**src/rtl/core/ip_range_policy_table_core_defines.svh**
```systemverilog
// ----------------------------------------------------------------------------
// ip_range_policy_table_core_defines
// assertion macros used by the range table core
// ----------------------------------------------------------------------------
`ifndef IP_RANGE_POLICY_TABLE_CORE_DEFINES_SVH
`define IP_RANGE_POLICY_TABLE_CORE_DEFINES_SVH

// same-cycle implication, checked after reset is released
`define IPRPT_ASSERT_NOW(label, ante, cons) \
    label: assert property (@(posedge i_clk) disable iff (!i_rst_n) (ante) |-> (cons)) \
        else $error("iprpt assertion failed");

// next-cycle implication, checked after reset is released
`define IPRPT_ASSERT_NEXT(label, ante, cons) \
    label: assert property (@(posedge i_clk) disable iff (!i_rst_n) (ante) |=> (cons)) \
        else $error("iprpt assertion failed");

`endif

```
**src/rtl/core/iprpt_pkg.sv**
```systemverilog
// ----------------------------------------------------------------------------
// iprpt_pkg
// types, sizes and codes for the ip range policy table
// ----------------------------------------------------------------------------
`timescale 1ns / 1ps
`default_nettype none

package iprpt_pkg;

    localparam int CAPACITY = 256;
    localparam int IDX_W    = (CAPACITY > 1) ? $clog2(CAPACITY) : 1;
    localparam int CNT_W    = $clog2(CAPACITY + 1);
    localparam int LIMIT_W  = 9;
    localparam int CMP_W    = (CNT_W > LIMIT_W) ? CNT_W : LIMIT_W;

    localparam logic [1:0] MODE_ADD    = 2'd0;
    localparam logic [1:0] MODE_LOOKUP = 2'd1;
    localparam logic [1:0] MODE_CLEAR  = 2'd2;

    localparam logic [1:0] ST_OK   = 2'd0;
    localparam logic [1:0] ST_MISS = 2'd1;
    localparam logic [1:0] ST_FULL = 2'd2;

    typedef struct packed {
        logic [1:0]  mode;
        logic [31:0] ip_address;
        logic [31:0] range_low;
        logic [31:0] range_high;
        logic [15:0] identity_tag;
        logic [31:0] policy_number;
    } t_in_word;

    typedef struct packed {
        logic [1:0]  status;
        logic [15:0] found_identity;
        logic [31:0] found_policy;
    } t_out_word;

    typedef struct packed {
        logic [31:0] low;
        logic [31:0] high;
        logic [15:0] tag;
        logic [31:0] policy;
    } t_entry;

    typedef struct packed {
        logic             en;
        logic [IDX_W-1:0] addr;
        t_entry           entry;
    } t_wr_req;

    typedef struct packed {
        logic             en;
        logic [IDX_W-1:0] addr;
    } t_rd_req;

endpackage

`default_nettype wire

```
**src/rtl/core/iprpt_cmp.sv**
```systemverilog
// ----------------------------------------------------------------------------
// iprpt_cmp
// range compare: low <= address <= high, both bounds inclusive
// ----------------------------------------------------------------------------
`timescale 1ns / 1ps
`default_nettype none

module iprpt_cmp
    import iprpt_pkg::*;
(
    input  wire logic [31:0] i_addr,
    input  wire t_entry      i_entry,
    output logic             o_hit
);

    // an inverted range fails one of the two tests and never hits
    assign o_hit = (i_entry.low <= i_addr) && (i_addr <= i_entry.high);

endmodule

`default_nettype wire

```
**config.mk**
```make
export PLATFORM = sky130hd
export DESIGN_NAME = iprpt_cmp
export DESIGN_NICKNAME = d
export VERILOG_FILES = /design/src/rtl/core/ip_range_policy_table_core_defines.svh /design/src/rtl/core/iprpt_pkg.sv /design/src/rtl/core/iprpt_cmp.sv
export SDC_FILE = /design/constraint.sdc
export NUM_CORES = 1
export LEC_CHECK = 0
export BUFFER_PORTS_ARGS = -buffer_cell sky130_fd_sc_hd__buf_2
export CORE_UTILIZATION = 35
export DETAILED_ROUTE_END_ITERATION = 7
export GPL_ROUTABILITY_DRIVEN = 1
export MAX_ROUTING_LAYER = met4
export PLACE_DENSITY = 0.76
export SLEW_MARGIN = 15
export SYNTH_ARGS = -nofsm -noshare
export SYNTH_HDL_FRONTEND = slang
export SYNTH_SLANG_ARGS = --single-unit
```
**constraint.sdc**
```tcl
create_clock -name vclk -period 3.7
set_input_delay 0.555 -clock vclk [all_inputs]
set_output_delay 0.555 -clock vclk [all_outputs]
set_load 0.02 [all_outputs]
```
; Word-level counts from Yosys, hierarchy flattened
; Cells that the tools add are included.
[classes]
order_cmp = 2
reduce_logical = 1
[op_table]
columns = cell, count
row1 = $le A32 B32 Y1, 2
row2 = $logic_and A1 B1 Y1, 1
[totals]
ff_bits = 0
wordCells = 3

; Depth between registers and ports, before layout
[logic_depth]
word_depth = 2
depth_mapped = 8
ltp_nobuf = 8

; Least setup slack after synthesis
; Ideal clock, no wire load.
[synth_path]
path_type = input port to output port
from = in i_addr[30]
to = out o_hit
t_arrival_ns = 2.116
required_time_ns = 3.145
setup_slack_ns = 1.029
path_stages = 8
path_cell_list = inv_1 > ha_1 > a21oi_2 > nand2_1 > a221o_1 > nor3_2 > o21ai_1 > nor4_2
[synth_between]
elab_chain_cells = 2
word_cells_on_any_way = 3
cone_classes = 2 x order compare / 1 x reduce/logical
[synth_lines]
columns = item, line_no
row1 = from (decl), iprpt_cmp.sv:11  ; input wire logic [31:0] i_addr,
row2 = $le A32 B32 Y1, iprpt_cmp.sv:17  ; assign o_hit = (i_entry.low <= i_addr) && (i_addr <= i_entry.high);
row3 = $logic_and A1 B1 Y1 *, iprpt_cmp.sv:17
row4 = to (decl), iprpt_cmp.sv:13  ; output logic o_hit
; Mark *: on every way between the ends. The rest lies on a longest branch, timed or not.

; Worst setup path after layout
[layout_path]
from = in i_addr[15]
to = out o_hit
; Same word-level chain as after synthesis.

==> summary.txt <==
Status
  • Status: finished with violations
  • Failing checks: design-rule violations

Pwr
  • VDD IR-drop max: 45.1 uV
  • Total power: roughly 220 uW
  • PwrDens: 96.8 nW/um2
  • LEAKAGE: 1.43 nW

Logic synthesis
  • Mapped Cells: 228
  • Largest area contributor in the netlist: ha_1
  • Mean Syn Cell Area: ~7.4 um2
  • Top post-synthesis cells by area: ha_1 (48%), inv_1 (14%), a21oi_1 (7.1%)
  • Warning count from the yosys run: 0
  • Sequential area share after synthesis: 0
  • Top cell type's share of synthesized area: 0.476
  • Syn Std Cell Area: between 1500 and 2000 um2
  • Syn_nets: roughly 440
  • Post-synth cell types: 25

Cells and area
  • Clock buffers: 0
  • Commonest non-fill, non-tap cell in the layout: buf_2
  • Final Non-Filler Cells: around 380
  • Filler Cells Inserted: about 480
  • Area of the multi-input gates: around 1400 um2
  • Antenna Cells: 0
  • Flip-flop and latch count: 0
  • Area growth, synth to finish: 32.7%
  • Layout cell share with drive strength beyond 1: 0.342
  • Commonest cells after routing, fill and taps aside: buf_2 (97), inv_1 (64), ha_1 (64)
  • Register area: 0 um2
  • Total Nets Final: roughly 540

Critical path
  • Crit path max fanout: 3
  • CP bufs+invs: 3
  • Kind of critical path: in -> out
  • Crit-path cells: buf_2 > inv_1 > ha_1 > nand4_1 > nor3_2 > a21boi_1 > nor4_1 > nor2_1 > nor4_2 > buf_2
  • Delay-heaviest family, CP: simple AND/OR/NAND/NOR gates
  • CP Launch Type: input pin
  • CP Capture Type: output port
  • Critical Path RT: between 3 and 4 ns
  • Critical path's slowest cell: nor4_1
  • CP peak stage delay: ~0.36 ns
  • Crit path top cell by count: buf_2
  • WP depth: 10
  • Worst Path Arrival: 2.30 ns

Floorplanning
  • Chip Height: between 70 and 80 um
  • Core footprint: around 4500 um2
  • Die area: between 5000 and 6000 um2
  • Die Wd: a little over 70 um
  • Num rows: 24
  • Starting density of the core: 0.376
  • I/O Pins: 145

Placed design
  • Buffers on Ports: 97
  • Placed Cells: ~380
  • DP HPWL: 3.81 mm
  • Post-place setup slack: approximately 0.84 ns
  • RD Place Congestion: approximately 0.8

Route
  • DRT Pass-1 Iters: 6
  • Post-route ant nets: 0
  • Drt total wl: about 3.9 mm
  • Avg WL per Cell: ~10 um
  • Drt drc: 8
  • Via density: ~4.8
  • Initial DRC Count: 24
  • Via Count: between 1500 and 2000

STA
  • Setup violators final: 0
  • Final Hold Vio Count: 0
  • Setup ws final: roughly 0.85 ns
  • Min Clock Period, post-route: around 2.9 ns
  • Max-slew violations: 0
  • Hold WS: 1.75 ns
  • Rel. slew slack: 0.644
  • Setup TNS: 0 ns
  • Max Fclk: roughly 350 MHz
  • Tcrit/Tclk final: 0.771
  • Slew @ Worst Pin: 0.520 ns
  • RSZ-0062 raised after global routing: false

Clock tree
  • Hold_buf cts: 0
  • Post-CTS sizing: 0
  • Post-CTS Setup Inserts: 0

Global route
  • Initial antenna violation count: 0
  • GRT Total Usage: 0.161
  • Pin count of the biggest net entering global routing: 5
  • Vias in the first global route: about 1800
  • First-pass GRT wire length: ~6.8 mm
  • GRT overflow: 0

Worst hold path
  • Hold Crit Class: in -> out
  • WHS Path Cells: 6

Run
  • Max-cap violations: 0
-- metal layers --
| layer | global-route usage | share of wire |
|---|---|---|
| met5 | - | 0 |
| met4 | 0 | 0 |
| met3 | 0 | 0.044 |
| met2 | 0.308 | 0.48 |
| met1 | 0.203 | 0.48 |
-- worst min-delay path: cells and delay by family --
family          cells  cell delay (ns)
fa+ha+maj           1             0.14
buf+inv             2             0.24
compound gates      2             0.20
simple gates        1             0.04
-- through the flow --
| stage | util | instance area (um2) |
|---|---|---|
| 2_1_floorplan | - | 1680 |
| 6_report | 0.499 | 2230 |
| 3_5_place_dp | 0.499 | 2230 |
| 5_1_grt | 0.499 | 2230 |
| 3_3_place_gp | 0.499 | 2230 |
| 4_1_cts | 0.499 | 2230 |
-- report_power, final --
part	internal (mW)	leakage [nW]	switching (mW)
clock	0	0	0
combinational	0.108	1.43	0.108
sequential	0	0	0
-- layout make-up --
| type | instances | area share |
|---|---|---|
| multi-input combinational | 164 | 0.646 |
| timing repair buffer | 97 | 0.217 |
| inverter | 64 | 0.108 |
| tap | 52 | 0.0291 |
-- logic make-up (layout without fill, tap and decap cells) --
family	after synthesis	count (layout)	synth area share
adder cells (fa/ha/maj)	64	64	0.476
buffers and inverters	64	161	0.143
AND/OR/NAND/NOR	51	51	0.202
AO/OA/AOI/OAI	49	49	0.179
-- synthesized netlist by cell type --
| library cell | count |
|---|---|
| ha_1 | 64 |
| inv_1 | 64 |
| a21oi_1 | 24 |
| nand4_1 | 11 |
| nand2_1 | 9 |
| nand3_1 | 9 |
| a21o_1 | 7 |
| nand4_2 | 5 |
| a211oi_1 | 4 |
| nor4_2 | 4 |
| o21ai_0 | 4 |
| nor2_1 | 3 |
| nor2b_1 | 3 |
| a2111oi_0 | 2 |
| a21oi_2 | 2 |
| nor3_1 | 2 |
| nor3_2 | 2 |
| o21ai_1 | 2 |
| a21boi_1 | 1 |
| a221o_1 | 1 |
| a221oi_1 | 1 |
| and2_2 | 1 |
| nand2b_1 | 1 |
| nor4_1 | 1 |
| o211ai_1 | 1 |
-- path summary, 6_finish.rpt --
kind	start	end	slack (ns)
worst max-delay path	i_addr[15]	o_hit	0.85
worst min-delay path	i_addr[15]	o_hit	1.75
Power figures use the tool's default switching activity.
